<file path="config.mk">
export PLATFORM = sky130hd
export DESIGN_NAME = ms_fifo
export DESIGN_NICKNAME = d
export VERILOG_FILES = /design/src/rtl/ms_pkg.sv /design/src/rtl/ms_fifo.sv
export SDC_FILE = /design/constraint.sdc
export NUM_CORES = 1
export LEC_CHECK = 0
export ABC_AREA = 1
export BUFFER_PORTS_ARGS = -buffer_cell sky130_fd_sc_hd__buf_4
export CORE_ASPECT_RATIO = 0.9
export CORE_MARGIN = 8
export CORE_UTILIZATION = 49
export DETAILED_ROUTE_END_ITERATION = 7
export GPL_TIMING_DRIVEN = 0
export PLACE_DENSITY = 0.84
export SETUP_SLACK_MARGIN = 0.1
export SYNTH_ARGS = -nofsm -noshare
export SYNTH_HDL_FRONTEND = slang
export SYNTH_SLANG_ARGS = --single-unit
</file>
<file path="constraint.sdc">
create_clock -name clk -period 1.6 [get_ports clk]
set_input_delay 0.08 -clock clk [delete_from_list [all_inputs] [get_ports clk]]
set_output_delay 0.08 -clock clk [all_outputs]
set_load 0.005 [all_outputs]
</file>
<file path="src/rtl/ms_pkg.sv">
// ----------------------------------------------------------------------------
// Merge sorter package
// Shared types and sizing constants for the merge sorter block.
// ----------------------------------------------------------------------------
package ms_pkg;

	// Capacity of one set, in values (2 .. 4096)
	localparam int MAX_ITEMS = 64;
	// Fill count holds 0 .. MAX_ITEMS
	localparam int CNT_W = $clog2(MAX_ITEMS + 1);
	localparam int ADDR_W = $clog2(MAX_ITEMS);
	// One extra bit for run bounds before clamping
	localparam int EXT_W = CNT_W + 1;

	// Set descriptor queue between front and back (power of two)
	localparam int QUEUE_DEPTH = 2;
	localparam int QPTR_W = $clog2(QUEUE_DEPTH);

	localparam int DATA_W = 32;

	typedef struct packed {
		logic signed [DATA_W-1:0] value;
		logic last;
	} item_t;

	typedef struct packed {
		logic signed [DATA_W-1:0] sorted_value;
		logic end_of_set;
		logic truncated;
	} result_t;

	typedef struct packed {
		logic [CNT_W-1:0] count;
		logic truncated;
	} desc_t;

	typedef struct packed {
		logic we;
		logic [ADDR_W-1:0] addr;
		logic signed [DATA_W-1:0] data;
	} wr_req_t;

endpackage

</file>
<file path="src/rtl/ms_fifo.sv">
// ----------------------------------------------------------------------------
// Merge sorter descriptor queue
// Short queue of sealed set descriptors between front and back.
// ----------------------------------------------------------------------------
module ms_fifo import ms_pkg::*; (
	input logic clk,
	input logic arst_n,
	input logic push,
	input desc_t push_desc,
	input logic pop,
	output logic valid,
	output logic full,
	output desc_t head
);

	desc_t entry_q [QUEUE_DEPTH];
	logic [QPTR_W-1:0] wr_ptr_q;
	logic [QPTR_W-1:0] rd_ptr_q;
	logic [QPTR_W:0] count_q;

	assign valid = count_q != '0;
	assign full = count_q == (QPTR_W+1)'(QUEUE_DEPTH);
	assign head = entry_q[rd_ptr_q];

	always_ff @(posedge clk) begin
		if (push) begin
			entry_q[wr_ptr_q] <= push_desc;
		end
	end

	always_ff @(posedge clk or negedge arst_n) begin
		if (!arst_n) begin
			wr_ptr_q <= '0;
			rd_ptr_q <= '0;
			count_q <= '0;
		end else begin
			// pointers wrap naturally: depth is a power of two
			if (push) begin
				wr_ptr_q <= wr_ptr_q + QPTR_W'(1);
			end
			if (pop) begin
				rd_ptr_q <= rd_ptr_q + QPTR_W'(1);
			end
			if (push && !pop) begin
				count_q <= count_q + (QPTR_W+1)'(1);
			end else if (pop && !push) begin
				count_q <= count_q - (QPTR_W+1)'(1);
			end
		end
	end

	a_no_overrun: assert property (@(posedge clk) disable iff (!arst_n)
		push |-> !full || pop)
		else $error("descriptor queue overrun");

endmodule

</file>
**After elaboration in Yosys (flattened, before gate mapping)**

Memory sizes are Yosys's and may differ from the RTL's.
Cells that the tools add are included.

- Register bits after elaboration: 4
- Bits in writable memories: 16
- Bits of input ports: 12
- Output and inout bits: 10
- Memories: 1

- $add $sub $neg: 4
- Eq/ne operators: 1
- Multiplexer cells: 4
- Reduce and logical (&&, ||, !) cells: 6

Memories:

| name | words | width | rd ports | clocked after memory_dff | wr ports | RTL line | source |
|---|---|---|---|---|---|---|---|
| entry_q | 2 | 8 | 1 | 0 | 1 | ms_fifo.sv:16 | `desc_t entry_q [QUEUE_DEPTH];` |

Operators by type and width:

| operator | count |
|---|---|
| 2-to-1 mux 2 bit | 2 |
| nonzero test 2 bit | 2 |
| adder 1 bit, second input constant | 2 |
| adder 2 x 1 -> 2 bit, second input constant | 1 |
| == test 2 bit, second input constant | 1 |
| logical AND 1 bit | 2 |
| logical NOT 1 bit | 2 |
| 2-to-1 mux 1 bit | 2 |
| subtractor 2 x 1 -> 2 bit, second input constant | 1 |

**Longest topological paths before layout**

- Depth after elaboration: 4
- Gate-level depth with buffers: 7
- Gate-level depth less buffers: 7

**Least setup slack after synthesis**

Ideal clock, no wire load.

- Path type: register to register
- Start: register wr_ptr_q
- End: memory entry_q[0][0] (netlist name) (enable)
- Library setup time: 0.370 ns
- Data arrival time: 0.774 ns
- Data required time: 1.230 ns
- Slack: 0.456 ns
- Cell stages (with the launch flop): 2
- Path buffers: 0
- Path through: dfrtp_1 -> nor2_1

RTL lines:

| element | RTL line | source |
|---|---|---|
| start: declaration | ms_fifo.sv:17 | `logic [QPTR_W-1:0] wr_ptr_q;` |
| start signal: assignment | ms_fifo.sv:39 | `wr_ptr_q <= wr_ptr_q + QPTR_W'(1);` |
| end: declaration | ms_fifo.sv:16 |  |

No word-level cell before the write port.

**Worst setup path in the final report**

- Start: input port push
- End: memory entry_q[0][4] (netlist name) (enable)

- Longest elaborated chain between the ends: 2

Ends and longest elaborated chain:

| element | RTL line | source |
|---|---|---|
| start: declaration | ms_fifo.sv:8 | `input logic push,` |
| 2-to-1 mux 1 bit | ms_fifo.sv:26 | `if (push) begin` |
| 2-to-1 mux 1 bit (not written as such) | ms_fifo.sv:27 | `entry_q[wr_ptr_q] <= push_desc;` |

Every way passes these cells.

==> impl_metrics.tcl <==
set metrics [dict create \
    most_instantiated_library_cell_after_synthesis "sky130_fd_sc_hd__edfxtp_1" \
    grt_pass1_vias 520 \
    fin_setup_tns_ns 0 \
    kind_of_critical_path "in -> reg" \
    timing_max_transition_violations_final 0 \
    switching_share 0.280 \
    timing.final.setup_violations 0 \
    detailedPlacementHpwl_um 1060 \
    fraction_of_layout_instances_using_a_drive_strength_above_1 0.384 \
    result_of_the_run "finished, final reports clean" \
    r2r_setup_slack_ns 0.30 \
    fin_nets 100 \
    post-route-min-period_ns 1.34 \
    grt_util_all_layers 0.0987 \
    remaining_antenna_violation_count_after_routing 0 \
    cts_tree "done" \
    avgViaCountPerCell 4.33 \
    power_density_nw_per_um2 1430 \
    synthFlopType "sky130_fd_sc_hd__edfxtp_1" \
    netlist-cell-type-count 12 \
    gp_routability_congestion 0.780 \
    pre_cts_slack_ns 0.242 \
    rsz0062_at_grt "no" \
    ir_worst_vdd_mv 1.23 \
    setup_slack_ns 0.262 \
    tightestPinTransition_ns 0.647 \
    cts.root.buffer_cell "sky130_fd_sc_hd__clkbuf_4" \
    clk_pin_slew_ns 0.09 \
    antenna-diode-count 0 \
    comb_power_share 0.387 \
    synth_common_cells "sky130_fd_sc_hd__edfxtp_1, sky130_fd_sc_hd__mux2_4, sky130_fd_sc_hd__inv_1" \
    timing.critical_path.to_type "flop" \
    synth_top_area_cell "sky130_fd_sc_hd__edfxtp_1" \
    timing.critical_path.required_ns 1.53 \
    routed_wirelength_um 1450 \
    r2r_start "wr_ptr_q$_DFFE_PN0P_" \
    share_clk_of_total_power 0.144 \
    synthToLayoutAreaGrowth_pct 39.6 \
    final.hold.worst_slack_ns 0.121 \
    leakage_nw 0.509 \
    drtPass1Iterations 3 \
    cp_data_arrival_time_ns 1.27 \
    initial_utilization 0.502 \
    vias 476 \
    clock_tree.buffer_depth 2 \
    antenna_found_initial 0 \
    h-tree-depth 1 \
    mappedNetlistArea_um2 818 \
    grt_max_degree 12 \
    synth_fp_nets 63 \
    synth_edf_count 16 \
    synth.area.top_cells "sky130_fd_sc_hd__edfxtp_1, sky130_fd_sc_hd__mux2_4, sky130_fd_sc_hd__dfrtp_1" \
    utilization 0.701 \
    number_of_violations_of_the_max_capacitance_limit 0 \
    synth.avg_cell_area_um2 16.4 \
    max_clock_freq_ghz 0.748 \
    drt-initial-drc-count 4 \
    clock_sinks 20 \
    die_h_um 54.8 \
    switching_power_mw 0.458 \
    worstRegToRegCells 1 \
    insertion_delay_ns 0.29 \
    ys_seq_elements 20 \
    timing.critical_path.from "push" \
    fin_crit_sh 0.836 \
    worstPathMaxFanout 8 \
    maxSlewHeadroom 0.567 \
    placement_rows 14 \
    grt_overflow_total 0 \
    total_cts_buffers 3 \
    cell_internal_pwr_mw 1.18 \
    design.die.area_um2 3240 \
    synthesized_netlist_cell_count 50 \
    drc 0 \
    seq_power_share 0.469 \
    async_reset_ff_frac 0.200 \
    floorplan.die.width_um 59.1 \
    worst_r2r_end "entry_q[0][4]$_DFFE_PP_" \
    hold_violations 0 \
    synth_seq_area_share 0.709 \
    grt_pass1_wl_um 2300 \
    netlist.area_leader.share 0.587 \
    routed_wire_length_per_instance_um 13.2 \
    critical_path.startpoint_type "input port" \
    portBuffers 21 \
    post_cts_resized 0 \
    core-area_um2 1630 \
    finClkSkew_ns 0.00842 \
    ys.warnings.count 0 \
    worst_hold_path_type "in -> async" \
    floorplan.io_pins 22 \
]
==> per-layer routing <==
layer	global-route usage	vias up	share of wire	wire length, µm
met3	0.0282	2	0.045	65
li1	-	242	-	-
met5	0	-	0	0
met1	0.101	220	0.38	554
met2	0.179	12	0.56	816
met4	0.0595	0	0.012	17
==> power groups by stage <==
stage	Combinational (mW)	Sequential (mW)	Clock, mW
floorplan	0.374	0.761	0
global placement	0.598	0.768	0
detailed placement	0.618	0.781	0
CTS	0.643	0.768	0.242
global route	0.690	0.780	0.267
finish	0.634	0.769	0.235
==> worst max-delay path, cell delays in order <==
cell	delay [ns]
sky130_fd_sc_hd__dlygate4sd3_1	0.53
sky130_fd_sc_hd__buf_4	0.13
sky130_fd_sc_hd__inv_1	0.04
sky130_fd_sc_hd__nor2_1	0.49
==> what timing repair did <==
item / CTS / global route
buffers inserted: 0 / 0
hold buffers: 11 / 0
hold endpoints to repair: 22 / 0
==> state kept, by name, indices dropped and copies added, names as in the netlist <==
signal,flops
count_q,2
entry_q,16
rd_ptr_q,1
wr_ptr_q,1
==> final cells by class <==
class,count,area (µm²)
inverter,7,26.3
clock buffer,4,26.3
multi-input combinational,22,200
fill,117,487
sequential,20,581
timing repair buffer,32,268
tap,24,30.0
buffer,1,11.3
==> through the flow <==
stage | instances | cell area [µm²] | power (mW)
after global placement | 95 | 1010 | 1.37
after floorplan | 50 | 818 | 1.13
after global routing | 110 | 1140 | 1.74
after CTS | 110 | 1140 | 1.65
final | 110 | 1140 | 1.64
after detailed placement | 95 | 1010 | 1.40
==> cell usage in the layout (no fill, tap or decap) <==
master / synthesis / layout
sky130_fd_sc_hd__nand2_1: 6 / 6
sky130_fd_sc_hd__buf_4: 0 / 21
sky130_fd_sc_hd__inv_1: 7 / 7
sky130_fd_sc_hd__buf_6: 1 / 1
sky130_fd_sc_hd__ha_1: 1 / 1
sky130_fd_sc_hd__edfxtp_1: 16 / 16
sky130_fd_sc_hd__dfrtp_1: 4 / 4
sky130_fd_sc_hd__nand4_1: 1 / 1
sky130_fd_sc_hd__dlygate4sd3_1: 0 / 11
sky130_fd_sc_hd__nor2_1: 2 / 2
sky130_fd_sc_hd__clkbuf_4: 0 / 3
sky130_fd_sc_hd__nand3_1: 1 / 1
sky130_fd_sc_hd__clkbuf_1: 0 / 1
sky130_fd_sc_hd__xnor2_1: 1 / 1
sky130_fd_sc_hd__mux2_4: 8 / 8
sky130_fd_sc_hd__xor2_1: 2 / 2
==> worst max path at each step <==
| stage | endpoint | cells past startpoint |
|---|---|---|
| after floorplan | entry_q[0][0]$_DFFE_PP_ | 1 |
| after global placement | entry_q[0][3]$_DFFE_PP_ | 1 |
| after detailed placement | entry_q[0][3]$_DFFE_PP_ | 1 |
| after CTS | entry_q[0][4]$_DFFE_PP_ | 4 |
| after global routing | entry_q[0][1]$_DFFE_PP_ | 4 |
| final | entry_q[0][4]$_DFFE_PP_ | 4 |
==> cell families (layout without fill, tap and decap cells) <==
group / count (synthesis) / count (layout) / share of synthesized area
xor gates and xnor gates: 3 / 3 / 0.0321
adders and majority gates: 1 / 1 / 0.0153
buffers and inverters: 8 / 44 / 0.0459
DFF: 20 / 20 / 0.709
muxes: 8 / 8 / 0.147
and+or+nand+nor: 10 / 10 / 0.0505
Power figures use the tool's default switching activity.
