`src/rtl/ms_pkg.sv`:
```
// ----------------------------------------------------------------------------
// Merge sorter package
// Shared types and sizing constants for the merge sorter block.
// ----------------------------------------------------------------------------
package ms_pkg;

	// Capacity of one set, in values (2 .. 4096)
	localparam int MAX_ITEMS = 64;
	// Fill count holds 0 .. MAX_ITEMS
	localparam int CNT_W = $clog2(MAX_ITEMS + 1);
	localparam int ADDR_W = $clog2(MAX_ITEMS);
	// One extra bit for run bounds before clamping
	localparam int EXT_W = CNT_W + 1;

	// Set descriptor queue between front and back (power of two)
	localparam int QUEUE_DEPTH = 2;
	localparam int QPTR_W = $clog2(QUEUE_DEPTH);

	localparam int DATA_W = 32;

	typedef struct packed {
		logic signed [DATA_W-1:0] value;
		logic last;
	} item_t;

	typedef struct packed {
		logic signed [DATA_W-1:0] sorted_value;
		logic end_of_set;
		logic truncated;
	} result_t;

	typedef struct packed {
		logic [CNT_W-1:0] count;
		logic truncated;
	} desc_t;

	typedef struct packed {
		logic we;
		logic [ADDR_W-1:0] addr;
		logic signed [DATA_W-1:0] data;
	} wr_req_t;

endpackage

```
`src/rtl/ms_front.sv`:
```
// ----------------------------------------------------------------------------
// Merge sorter front end
// Accepts input items, writes values into the store and closes each set.
// ----------------------------------------------------------------------------
module ms_front import ms_pkg::*; (
	input logic clk,
	input logic arst_n,
	input logic item_valid,
	output logic item_stall,
	input item_t item,
	output wr_req_t wr,
	output logic push,
	output desc_t desc,
	input logic q_full,
	input logic set_done
);

	logic [CNT_W-1:0] cnt_q;
	logic ovf_q;
	logic wait_q;

	logic acc;
	logic room;
	logic [CNT_W-1:0] cnt_nx;
	logic ovf_nx;

	assign item_stall = wait_q || q_full;
	assign acc = item_valid && !item_stall;
	assign room = cnt_q < CNT_W'(MAX_ITEMS);

	assign cnt_nx = room ? cnt_q + CNT_W'(1) : cnt_q;
	assign ovf_nx = ovf_q || !room;

	assign wr.we = acc && room;
	assign wr.addr = cnt_q[ADDR_W-1:0];
	assign wr.data = item.value;

	assign push = acc && item.last;
	assign desc.count = cnt_nx;
	assign desc.truncated = ovf_nx;

	always_ff @(posedge clk or negedge arst_n) begin
		if (!arst_n) begin
			cnt_q <= '0;
			ovf_q <= 1'b0;
			wait_q <= 1'b0;
		end else begin
			if (acc) begin
				if (item.last) begin
					// seal the set: hold input until the back releases the store
					cnt_q <= '0;
					ovf_q <= 1'b0;
					wait_q <= 1'b1;
				end else begin
					cnt_q <= cnt_nx;
					ovf_q <= ovf_nx;
				end
			end else if (set_done) begin
				wait_q <= 1'b0;
			end
		end
	end

	a_cnt_bound: assert property (@(posedge clk) disable iff (!arst_n)
		cnt_q <= CNT_W'(MAX_ITEMS))
		else $error("fill count above capacity");

endmodule

```
`config.mk`:
```
export PLATFORM = sky130hd
export DESIGN_NAME = ms_front
export DESIGN_NICKNAME = d
export VERILOG_FILES = /design/src/rtl/ms_pkg.sv /design/src/rtl/ms_front.sv
export SDC_FILE = /design/constraint.sdc
export NUM_CORES = 1
export LEC_CHECK = 0
export BUFFER_PORTS_ARGS = -buffer_cell sky130_fd_sc_hd__buf_2
export CELL_PAD_IN_SITES_DETAIL_PLACEMENT = 0
export CELL_PAD_IN_SITES_GLOBAL_PLACEMENT = 1
export CORE_MARGIN = 8
export CORE_UTILIZATION = 25
export CTS_CLUSTER_SIZE = 25
export DETAILED_ROUTE_END_ITERATION = 8
export PLACE_DENSITY = 0.92
export SYNTH_ARGS = -nofsm -noshare
export SYNTH_HDL_FRONTEND = slang
export SYNTH_SLANG_ARGS = --single-unit
```
`constraint.sdc`:
```
create_clock -name clk -period 3.4 [get_ports clk]
set_input_delay 0.17 -clock clk [delete_from_list [all_inputs] [get_ports clk]]
set_output_delay 0.17 -clock clk [all_outputs]
set_load 0.1 [all_outputs]
```
Word-level counts from Yosys, hierarchy flattened --
Cells that the tools add are included. Widths: inputs -> output; s select.
Storage, ports and cells: bits of input ports 38, latch bits 0, bits in read-only memories 0, memories 0, word-level logic and storage cells 21, bits in registers 9, bits in writable memories 0
Cells by class: multiplexer cells 6, divide/modulo/power cells 0, bitwise logic cells 0, $lt $le $gt $ge 1, $add $sub $neg 1, reductions and logical operators 9, multipliers 0, shift-type cells 0, equality and inequality tests 1
Operators with widths (number):
- $mux 7 | 2
- $add 7x1->7 const B | 1
- $lt 7x7->1 const B | 1
- $mux 1 | 4
- $logic_and 1x1->1 | 3
- $logic_not 1->1 | 2
- $logic_or 1x1->1 | 2
- $ne 2x2->1 const B | 1
- $reduce_and 2->1 | 1
- $reduce_bool 2->1 | 1

Logic depth before layout (Yosys ltp) --
Gate-level depths: netlist (run 1).
depth in word-level cells 5, depth in mapped cells 4, mapped depth without buffers 4

Least setup slack after synthesis (run 1) --
OpenSTA, ideal clock, no wires.
path type reg-to-reg, start point register cnt_q[0], end point register cnt_q[4], stages on the path, launching flop included 5, arrival time 2662 ps, setup slack 663 ps, cells stage by stage dfrtp_1 > ha_1 > nand4b_1 > xnor2_1 > a22o_1
RTL lines:
- start: declaration | RTL line ms_front.sv:18 | logic [CNT_W-1:0] cnt_q;
- start signal: assignment | RTL line ms_front.sv:55 | cnt_q <= cnt_nx;

Final worst setup path (run 1) --
start point register wait_q, end point output push
On the way: cells in the longest elaborated chain, start to end 4
Ends and longest elaborated chain:
- start: declaration | RTL line ms_front.sv:20 | logic wait_q;
- start signal: assignment | RTL line ms_front.sv:46 | wait_q <= 1'b0;
- start signal: assignment | RTL line ms_front.sv:53 | wait_q <= 1'b1;
- start signal: assignment | RTL line ms_front.sv:59 | wait_q <= 1'b0;
- $logic_or 1x1->1 | RTL line ms_front.sv:27 | assign item_stall = wait_q || q_full;
- $logic_not 1->1 | RTL line ms_front.sv:28 | assign acc = item_valid && !item_stall;
- $logic_and 1x1->1 | RTL line ms_front.sv:28
- $logic_and 1x1->1 | RTL line ms_front.sv:38 | assign push = acc && item.last;
- end: declaration | RTL line ms_front.sv:12 | output logic push,
No other way between the ends.

==> summary.txt, run 1 <==
Final layout
  • Syn-to-layout area delta: -12.28%
  • Number of diodes: 0
  • Final Util: 0.2268
  • Nets: 119
  • Finished Cell Area: 750.7 sq um
  • Filler cells: 384
  • Layout cells sized above 1: 0.3797

Placed design
  • Area post-placement: 714.4 sq um
  • GPL Wtd Cong: 0.8433
  • DPL Wire Length: 1457 um
  • Dpl ws: 1.674 ns
  • Port bufs: 22

STA
  • Relative slew slack: 0.5619
  • Fin worst setup slack: between 1 and 1.5 ns
  • Hold Vio Cnt, Final: 0
  • Tightest Pin Transition: 0.6480 ns
  • Setup-failing EPs final: 0
  • Min Tclk post-route: 2.013 ns
  • Fin. max-slew vios: 0
  • RSZ-0062 raised after global routing: false
  • Final period utilization: 0.5920
  • Clk_skew: 0.006083 ns
  • Setup TNS: 0 ns
  • Hold Slack: 0.07844 ns
  • Max Freq: 0.4968 GHz

Synthesis
  • Area contributors post-synth: buf_4 34%, dfrtp_1 26%, xnor2_1 5.1%
  • Post-Synthesis Cells: 93
  • Yosys top cell by area: buf_4
  • Sequential area share after synthesis: 0.2632
  • Post-synth top area share: 0.3421
  • Synthesized cell area: 855.8 sq um
  • FF+latch count, synth: 9
  • Syn nets: approximately 130
  • Syn_area_per_cell: 9.202 sq um
  • Yosys warning count: 0
  • Yosys cell types: 27

Worst setup path
  • Crit-path max FO: 5
  • CP Launch Type: flop
  • Critical path class: reg -> out
  • Buf/Inv on CP: 2
  • Family with the most delay on the worst path: simple AND/OR/NAND/NOR gates
  • Critical path arrival: 1.84 ns
  • Worst EP required: 3.23 ns
  • Slowest Stage Delay on Critical Path: 0.48 ns
  • CP Cell Sequence: nor3b_1 > nand2_1 > inv_1 > buf_2
  • Slowest-stage cell, CP: nor3b_1
  • Crit end category: primary output

Floorplan
  • Core area: approximately 3300 sq um
  • Num ports: 87
  • DIE WIDTH: 74.51 um
  • Die Area: approximately 5600 sq um
  • Chip height: 74.51 um
  • Std-Cell Rows: 21
  • Initial Utilization: 0.2585

Global routing
  • Initial antenna violation count: 0
  • Global-route wire length before repair: 2904 um
  • Total global-route track usage: 0.06938
  • Largest net degree at the start of global routing: 10
  • Vias in the first global route: 566
  • GRT overflow: 0

Routing
  • # DRC: 0
  • Final ANT Viol Nets: 0
  • Via count: 544
  • Vias per cell: 4.352
  • Drt first pass iters: 4
  • WL final: 1808 um
  • Iter 0 DRT Violations: 23
  • Drt wl/cell: 14.46 um

Min path
  • Min-delay worst type: in -> reg

Clock tree
  • CTS tree: done
  • CTS buffer count: 3
  • CTS Sinks: 9
  • Reg clk slew, reported paths: 0.07 ns
  • CTS H-tree depth: 1
  • Clock Latency Late Sink: 0.26 ns
  • Clock root buffer: clkbuf_4
  • CTS max path bufs: 2
  • Post-CTS resize count: 0

Run
  • Max-cap viol count: 0

Status
  • Status: completed

Power
  • Power density over cell area: around 690 nW/um^2
  • Max VDD drop: 181.8 uV
  • Leak: 0.3932 nW
## logic make-up after synthesis
logic type                 count (synthesis)  share of synthesized area
buffers and inverters                     45                     0.3786
adders and majority gates                  1                    0.01462
and+or+nand+nor                           21                     0.1579
AOI/OAI and AO/OA                         11                     0.1213
DFF                                        9                     0.2632
xor gates and xnor gates                   5                    0.05117
muxes                                      1                    0.01316
## through the flow
stage / cells / power (mW)
6_report: 125 / 0.5188
3_3_place_gp: 120 / 0.4338
3_5_place_dp: 120 / 0.4385
2_1_floorplan: 93 / 0.5849
4_1_cts: 125 / 0.5242
5_1_grt: 125 / 0.5411
## layout make-up
type	count	area, sq um	area share
clock buffers	4	26.28	0.03500
repair buffers	23	120.1	0.1600
inverters	4	15.01	0.02000
well taps	46	57.56	0.07667
flip-flops and latches	9	225.2	0.3000
multi-input cells	39	306.5	0.4083
## synthesized netlist by cell type (all sizes together)
| master | count |
|---|---|
| xnor2 | 5 |
| o21ai | 3 |
| o211a | 1 |
| buf | 41 |
| nor2b | 2 |
| nand2 | 6 |
| and2 | 1 |
| a41o | 1 |
| nor2 | 4 |
| mux2 | 1 |
| or2 | 1 |
| a22o | 2 |
| nand4b | 3 |
| or3b | 1 |
| nor4b | 1 |
| a21oi | 1 |
| o311ai | 1 |
| a22oi | 1 |
| dfrtp | 9 |
| ha | 1 |
| nand2b | 1 |
| nor3b | 1 |
| inv | 4 |
| o41ai | 1 |
## final timing paths
| path | start | to | slack (ns) | cells past startpoint |
|---|---|---|---|---|
| worst max-delay path | wait_q | push | 1.39 | 4 |
| worst min register to register | ovf_q | ovf_q | 0.53 | 2 |
| min in group asynchronous | arst_n | cnt_q[1] | 0.30 | 2 |
| max in group asynchronous | arst_n | cnt_q[0] | 2.91 | 2 |
| worst min-delay path | set_done | wait_q | 0.08 | 2 |
| worst max register to register | wait_q | cnt_q[3] | 1.96 | 3 |
## repair_timing
action | in CTS | in global routing
setup buffers | 0 | 0
endpoints found under the hold margin | 9 | 0
hold buffers | 1 | 0
## power breakdown
group / total, mW / internal [mW] / switching, mW
Clock: 0.0850 / 0.0453 / 0.0397
Combinational: 0.292 / 0.0459 / 0.246
Sequential: 0.142 / 0.119 / 0.0232
## state kept, by name, indices dropped and copies added (netlist names)
| register | flops |
|---|---|
| ovf_q | 1 |
| cnt_q | 7 |
| wait_q | 1 |
## routing by layer
layer / track usage / vias up / part of all wire
met1: 0.07402 / 254 / 0.39
met2: 0.09390 / 37 / 0.44
met5: 0 / - / 0
met3: 0.04987 / 14 / 0.13
met4: 0.04783 / 0 / 0.037
li1: - / 239 / -
## worst reg2reg max path, delay by kind of cell, from the launching register on
kind	cells	cell delay, ns
AND/OR/NAND/NOR	1	0.55
flip-flops	1	0.41
AO/OA/AOI/OAI	2	0.35
## cells in the final DEF, fill, tap and decap left out, drive strengths merged, types with 2 or more instances in the layout
| cell | netlist | layout |
|---|---|---|
| nand4b | 3 | 3 |
| nor2b | 2 | 2 |
| buf | 41 | 22 |
| nand2 | 6 | 6 |
| xnor2 | 5 | 5 |
| nor2 | 4 | 4 |
| a22o | 2 | 2 |
| clkbuf | 0 | 4 |
| inv | 4 | 4 |
| o21ai | 3 | 3 |
| dfrtp | 9 | 9 |
Note: power is estimated with default switching activity, not from simulation.
==> run 2: changes to the inputs <==
ABC_AREA = 1   (was unset)
CORE_UTILIZATION = 22   (was 25)
PLACE_DENSITY = 0.86   (was 0.92)
clock period = 2.1 ns   (was 3.4 ns; I/O delays follow)
==> run 2 against run 1 <==
Highest routed layer unchanged; critical endpoint is now desc[5]; utilization decreased by 1.4 points; final area grew 4.5%; clock power is 140% higher; clock skew rose by 0.0044 ns; largest cell class unchanged; via count is 5.3% higher; critical path type unchanged; total power up 59%; synthesized cell count rose by 26%; largest power group unchanged.
==> summary.txt, run 2 <==
Status
  • Status: completed (unchanged)

Floorplan
  • Core area: 3689 sq um (was 3311 sq um)
  • Initial Utilization: 0.2296 (was 0.2585)
  • Chip height: 78.05 um (was 74.51 um)
  • Num ports: 87 (unchanged)
  • Std-Cell Rows: 22 (was 21)
  • Die Area: 6092 sq um (was 5552 sq um)
  • DIE WIDTH: 78.05 um (was 74.51 um)

Clock tree
  • Clock Latency Late Sink: 0.24 ns (was 0.26 ns)
  • CTS Sinks: 9 (unchanged)
  • Clock root buffer: clkbuf_8 (was clkbuf_4)
  • CTS H-tree depth: 1 (unchanged)
  • CTS tree: done (unchanged)
  • Setup bufs post-CTS: 0 (unchanged)
  • Reg clk slew, reported paths: 0.05 ns (was 0.07 ns)
  • CTS buffer count: 3 (unchanged)
  • CTS max path bufs: 2 (unchanged)

Worst setup path
  • Worst EP required: 2.00 ns (was 3.23 ns)
  • R2R depth: 7 (was 3)
  • Critical path arrival: 1.73 ns (was 1.84 ns)
  • Crit end category: primary output (unchanged)
  • Crit-path max FO: 4 (was 5)
  • CP Launch Type: flop (unchanged)
  • Critical path class: reg -> out (unchanged)

STA
  • Setup TNS: 0 ns (unchanged)
  • Hold Vio Cnt, Final: 0 (unchanged)
  • Fin. max-slew vios: 0 (unchanged)
  • Max Freq: roughly 0.54 GHz
  • Clk_skew: 0.01049 ns (was 0.006083 ns)
  • Hold Slack: 0.06537 ns (was 0.07844 ns)
  • Min Tclk post-route: 1.839 ns
  • Relative slew slack: 0.6680 (was 0.5619)
  • Final period utilization: 0.8759
  • RSZ-0062 raised after global routing: false (unchanged)
  • Setup-failing EPs final: 0 (unchanged)
  • Tightest Pin Transition: 0.5015 ns (was 0.6480 ns)

Synthesis
  • Synth Area in Compound Gates: 0.06352 (was 0.1213)
  • FF+latch count, synth: 9 (unchanged)
  • Share of flip-flops with an asynchronous set or reset: 1.000 (unchanged)
  • Post-synth top area share: 0.3456 (was 0.3421)
  • Simple-gate share of the synthesized area: 0.2304 (was 0.1579)
  • Post-synthesis adder-cell area fraction: 0.01477 (was 0.01462)
  • Post-Synthesis Cells: 117 (was 93)
  • Mux cell area share after synthesis: 0 (was 0.01316)
  • Syn nets: 156 (was 132)
  • Commonest cells post-synth: 39 x buf_4, 22 x nand2_1, 14 x inv_1 (was 39 x buf_4, 9 x dfrtp_1, 6 x nand2_1)
  • Yosys cell types: 19 (was 27)
  • Sequential area share after synthesis: 0.2659 (was 0.2632)
  • Post-synth EDFFs: 0 (unchanged)
  • Area contributors post-synth: buf_4 35%, dfrtp_1 27%, nand2_1 9.7% (was buf_4 34%, dfrtp_1 26%, xnor2_1 5.1%)
  • Largest family of logic cells by synthesized area: buffers and inverters (unchanged)
  • Yosys warning count: 0 (unchanged)
  • Yosys top cell by area: buf_4 (unchanged)
  • Predominant post-synthesis flop cell: dfrtp_1 (unchanged)
  • Synthesized cell area: 847.1 sq um (was 855.8 sq um)
  • Syn_area_per_cell: 7.240 sq um (was 9.202 sq um)
  • Top-count cell post-synth: buf_4 (unchanged)
  • Synth Area in XOR/XNOR: 0 (was 0.05117)

Global routing
  • Global-route wire length before repair: 2960 um (was 2904 um)
  • Largest net degree at the start of global routing: 10 (unchanged)
  • Total global-route track usage: 0.06103 (was 0.06938)
  • Initial antenna violation count: 0 (unchanged)
  • GRT overflow: 0 (unchanged)
  • Vias in the first global route: 654 (was 566)

Placed design
  • DPL Wire Length: 1459 um (was 1457 um)
  • GPL Wtd Cong: 0.7891 (was 0.8433)
  • Port bufs: 22 (unchanged)

Final layout
  • Syn-to-layout area delta: -7.386% (was -12.28%)
  • Layout cells sized above 1: 0.3714 (was 0.3797)
  • Nets: 145 (was 119)
  • Most frequent cells in the layout: 22 x nand2_1, 22 x buf_2, 13 x inv_1 (was 22 x buf_2, 9 x dfrtp_1, 6 x nand2_1)
  • Max reg flops: 7 (unchanged)
  • Biggest register: cnt_q (unchanged)
  • Filler cells: 436 (was 384)
  • Number of diodes: 0 (unchanged)
  • Regs by FF count: cnt_q x7, ovf_q x1, wait_q x1 (unchanged)

Power
  • Leak: 0.4431 nW (was 0.3932 nW)
  • Power, Total: 0.8251 mW (was 0.5188 mW)
  • Power density over cell area: 1052 nW/um^2 (was 691.0 nW/um^2)
  • Max VDD drop: 344.3 uV (was 181.8 uV)

Min path
  • Min-delay worst type: in -> reg (unchanged)
  • WHS Path Cells: 2 (unchanged)

Routing
  • Drt first pass iters: 4 (unchanged)
  • Via count: 573 (was 544)
  • Drt wl/cell: 11.62 um (was 14.46 um)
  • # DRC: 0 (unchanged)
  • Vias per cell: 3.745 (was 4.352)
  • Final ANT Viol Nets: 0 (unchanged)
  • WL final: 1778 um (was 1808 um)
  • Iter 0 DRT Violations: 18 (was 23)

Run
  • Max-cap viol count: 0 (unchanged)
## run 2: changes by cell type after synthesis, moves of 4 or more
cell	before	now
xnor2_1	5	0
inv_1	4	14
nand2_2	0	4
nand2_1	6	22
## run 2: logic make-up (layout without fill, tap and decap cells)
kind of cell | Yosys count | in the layout
buffers and inverters | 57 | 45
flip-flops | 9 | 9
AND/OR/NAND/NOR | 40 | 40
AO/OA/AOI/OAI | 10 | 10
adder cells (fa/ha/maj) | 1 | 1
## run 2: report_power, final
group          switching, mW  total (mW)  internal (mW)
registers             0.0233       0.212          0.189
clock network         0.0726       0.202          0.130
logic                  0.352       0.410         0.0582
total                  0.448       0.825          0.377
## run 2: timing repair
action,CTS,global route
hold endpoints to repair,9,0
hold buffers,1,0
gates resized for setup,0,0
## run 2: path summary, 6_finish.rpt
kind                       startpoint  slack, ns        to
max in group asynchronous      arst_n       1.65  cnt_q[4]
min reg2reg                     ovf_q       0.53     ovf_q
max                          cnt_q[1]       0.26   desc[5]
max reg2reg                  cnt_q[1]       0.86  cnt_q[4]
min                          set_done       0.07    wait_q
min in group asynchronous      arst_n       0.26  cnt_q[6]
## run 2: worst max-delay path: stages, from the launching register on
cell and delay, ns:
dfrtp_1 0.43, ha_1 0.26, nand3_1 0.12, nor2_1 0.13
nand2_1 0.07, nand2_2 0.06, buf_2 0.42
## run 2: per-stage QoR
stage	utilization	instances	worst slack [ns]	cell area [sq um]
detailed placement	0.1974	148	0.5059	728.2
global route	0.2127	153	0.1493	784.5
finish	0.2127	153	0.2607	784.5
floorplan	-	117	0.1099	850.8
global placement	0.1974	148	0.5178	728.2
CTS	0.2127	153	0.2386	784.5
## run 2: final cells by class
type                            count  area (sq um)  share of cell area
Tap cell                           48         60.06             0.07656
Inverter                           18         71.32             0.09091
Clock inverter                      1         5.005            0.006380
Clock buffer                        3         41.29             0.05263
Sequential cell                     9         225.2              0.2871
Multi-Input combinational cell     51         261.5              0.3333
Timing Repair Buffer               23         120.1              0.1531
## run 2: routing by layer
metal | global-route usage | up-vias | wire length (um)
met5 | 0 | - | 0
met4 | 0.02222 | 0 | 10
met3 | 0.04100 | 4 | 197
met2 | 0.09611 | 21 | 770
met1 | 0.06338 | 249 | 798
li1 | - | 299 | -
==> run 3: changes to the inputs <==
ABC_AREA = 0   (was 1)
CORE_UTILIZATION = 23   (was 22)
==> run 3 against run 2 <==
Die area is 2.7% lower; utilization is 1.5 points higher; clock skew is 0.0088 ns lower; clock power hardly changed; hold slack worse by 0.014 ns; fmax is 5.0% lower; total power is 12% higher; sequential share of layout area is 1.5 points lower; sequential power is 9% higher; sequential cell count stayed put; critical path type unchanged; critical endpoint is now desc[6]; largest cell class unchanged; largest power group unchanged.
==> summary.txt, run 3 (synthesis results as in run 1) <==
Worst setup path
  • Crit end category: primary output (unchanged)
  • Critical path arrival: 1.83 ns (was 1.73 ns)
  • CP Launch Type: flop (unchanged)
  • CP Cell Sequence: nand4b_4 > nor2b_1 > xnor2_2 > buf_2 (was ha_1 > nand3_1 > nor2_1 > nand2_1 > nand2_2 > buf_2)
  • Buf/Inv on CP: 1 (unchanged)
  • Family with the most delay on the worst path: simple AND/OR/NAND/NOR gates (was flip-flops)
  • Critical path class: reg -> out (unchanged)
  • Slowest Stage Delay on Critical Path: 0.48 ns (was 0.43 ns)
  • Slowest-stage cell, CP: dfrtp_1 (unchanged)
  • Worst EP required: 2.00 ns (about the same)
  • Crit-path max FO: 9 (was 4)

Clock tree
  • CTS buffer count: 3 (unchanged)
  • CTS H-tree depth: 1 (unchanged)
  • Post-CTS resize count: 0 (unchanged)
  • Setup bufs post-CTS: 0 (unchanged)
  • Clock Latency Late Sink: 0.23 ns (was 0.24 ns)
  • Reg clk slew, reported paths: 0.04 ns (was 0.05 ns)
  • Hold Buf Count CTS: 1 (unchanged)
  • CTS max path bufs: 2 (unchanged)
  • CTS Sinks: 9 (unchanged)
  • CTS tree: done (unchanged)
  • Clock root buffer: clkbuf_8 (unchanged)

Placed design
  • Dpl ws: 0.3979 ns (was 0.5059 ns)
  • Area post-placement: 772.0 sq um (was 728.2 sq um)
  • Dpl cells: 124 (was 148)
  • Port bufs: 22 (unchanged)
  • DPL Wire Length: 1506 um (was 1459 um)
  • GPL Wtd Cong: 0.7658 (was 0.7891)

Status
  • Status: completed (unchanged)

Final layout
  • Final Util: 0.2276 (was 0.2127)
  • Number of diodes: 0 (unchanged)
  • Max reg flops: 7 (unchanged)
  • Nets: 121 (was 145)
  • Syn-to-layout area delta: -3.363% (was -7.386%)
  • Most frequent cells in the layout: 22 x buf_2, 9 x dfrtp_1, 6 x nand2_1 (was 22 x nand2_1, 22 x buf_2, 13 x inv_1)
  • Finished Cell Area: 827.0 sq um (was 784.5 sq um)
  • Biggest register: cnt_q (unchanged)
  • Post-route non-filler standard cell count: 129 (was 153)
  • Layout cells sized above 1: 0.4691 (was 0.3714)
  • Commonest non-fill, non-tap cell in the layout: buf_2
  • Regs by FF count: cnt_q x7, ovf_q x1, wait_q x1 (unchanged)

Routing
  • # DRC: 0 (unchanged)
  • Drt first pass iters: 4 (unchanged)
  • Final ANT Viol Nets: 0 (unchanged)
  • Vias per cell: 4.271 (was 3.745)
  • Drt wl/cell: 13.96 um (was 11.62 um)
  • Iter 0 DRT Violations: 15 (was 18)
  • WL final: 1801 um (was 1778 um)
  • Via count: 551 (was 573)

Floorplan
  • Num ports: 87 (unchanged)
  • Initial Utilization: 0.2355 (was 0.2296)
  • DIE WIDTH: 77 um (was 78.05 um)
  • Die Area: 5929 sq um (was 6092 sq um)
  • Core area: 3633 sq um (was 3689 sq um)
  • Std-Cell Rows: 22 (unchanged)
  • Chip height: 77 um (was 78.05 um)

STA
  • Min Tclk post-route: 1.936 ns (was 1.839 ns)
  • Setup-failing EPs final: 0 (unchanged)
  • Max Freq: 0.5166 GHz (was 0.5437 GHz)
  • Setup TNS: 0 ns (unchanged)
  • RSZ-0062 raised after global routing: false (unchanged)
  • Relative slew slack: 0.5822 (was 0.6680)
  • Hold Vio Cnt, Final: 0 (unchanged)
  • Final period utilization: 0.9217 (was 0.8759)
  • Tightest Pin Transition: 0.6181 ns (was 0.5015 ns)
  • Hold Slack: 0.05122 ns (was 0.06537 ns)
  • Fin. max-slew vios: 0 (unchanged)
  • Fin worst setup slack: 0.1643 ns (was 0.2607 ns)
  • Clk_skew: 0.001682 ns (was 0.01049 ns)

Global routing
  • Global-route wire length before repair: 2973 um (was 2960 um)
  • Initial antenna violation count: 0 (unchanged)
  • Vias in the first global route: 575 (was 654)
  • Total global-route track usage: 0.06334 (was 0.06103)
  • GRT overflow: 0 (unchanged)
  • Largest net degree at the start of global routing: 10 (unchanged)

Power
  • Power density over cell area: 1113 nW/um^2 (was 1052 nW/um^2)
  • Max VDD drop: 301.5 uV (was 344.3 uV)
  • Leak: 0.4395 nW (was 0.4431 nW)
  • Power, Total: 0.9204 mW (was 0.8251 mW)

Run
  • Max-cap viol count: 0 (unchanged)

Min path
  • Min-delay worst type: in -> reg (unchanged)
run 3: cell count changes in the layout (fill, tap and decap cells not counted), sizes merged, moves of 3 or more:
| cell | previous run | this run |
|---|---|---|
| nand2 | 27 | 6 |
| inv | 16 | 4 |
| xnor2 | 0 | 5 |
| nand3 | 4 | 0 |
| nand4b | 0 | 3 |
| nor2 | 7 | 4 |
| o22ai | 3 | 0 |
run 3: final cells by class:
class	count	area (sq um)
clock buffers	4	45.04
fillers	399	2806
multi-input cells	39	346.6
well taps	48	60.06
repair buffers	25	135.1
flip-flops and latches	9	225.2
inverters	4	15.01
run 3: worst register-to-register path, cell delays in order, from the launching register on:
cell and delay, ns:
dfrtp_1 0.40, or3b_1 0.40, buf_4 0.20, a22oi_4 0.19, o41ai_2 0.09
run 3: routing by layer:
metal	global-route usage	routed length (um)	part of all wire
met5	0	0	0
met1	0.06567	754	0.42
met4	0.02075	27	0.015
met3	0.05828	272	0.15
met2	0.08921	746	0.41
run 3: path summary, 6_finish.rpt:
check	start	to	slack [ns]	cells after the start
worst min register to register	ovf_q	ovf_q	0.55	2
max in group asynchronous	arst_n	cnt_q[1]	1.66	2
worst max-delay path	cnt_q[6]	desc[6]	0.16	4
worst max register to register	wait_q	cnt_q[3]	0.69	4
worst min-delay path	set_done	wait_q	0.05	2
min in group asynchronous	arst_n	cnt_q[0]	0.26	2
run 3: power by group:
part | internal [mW] | switching, mW | total (mW)
clock network | 0.132 | 0.0690 | 0.201
registers | 0.193 | 0.0386 | 0.231
logic | 0.0856 | 0.402 | 0.488
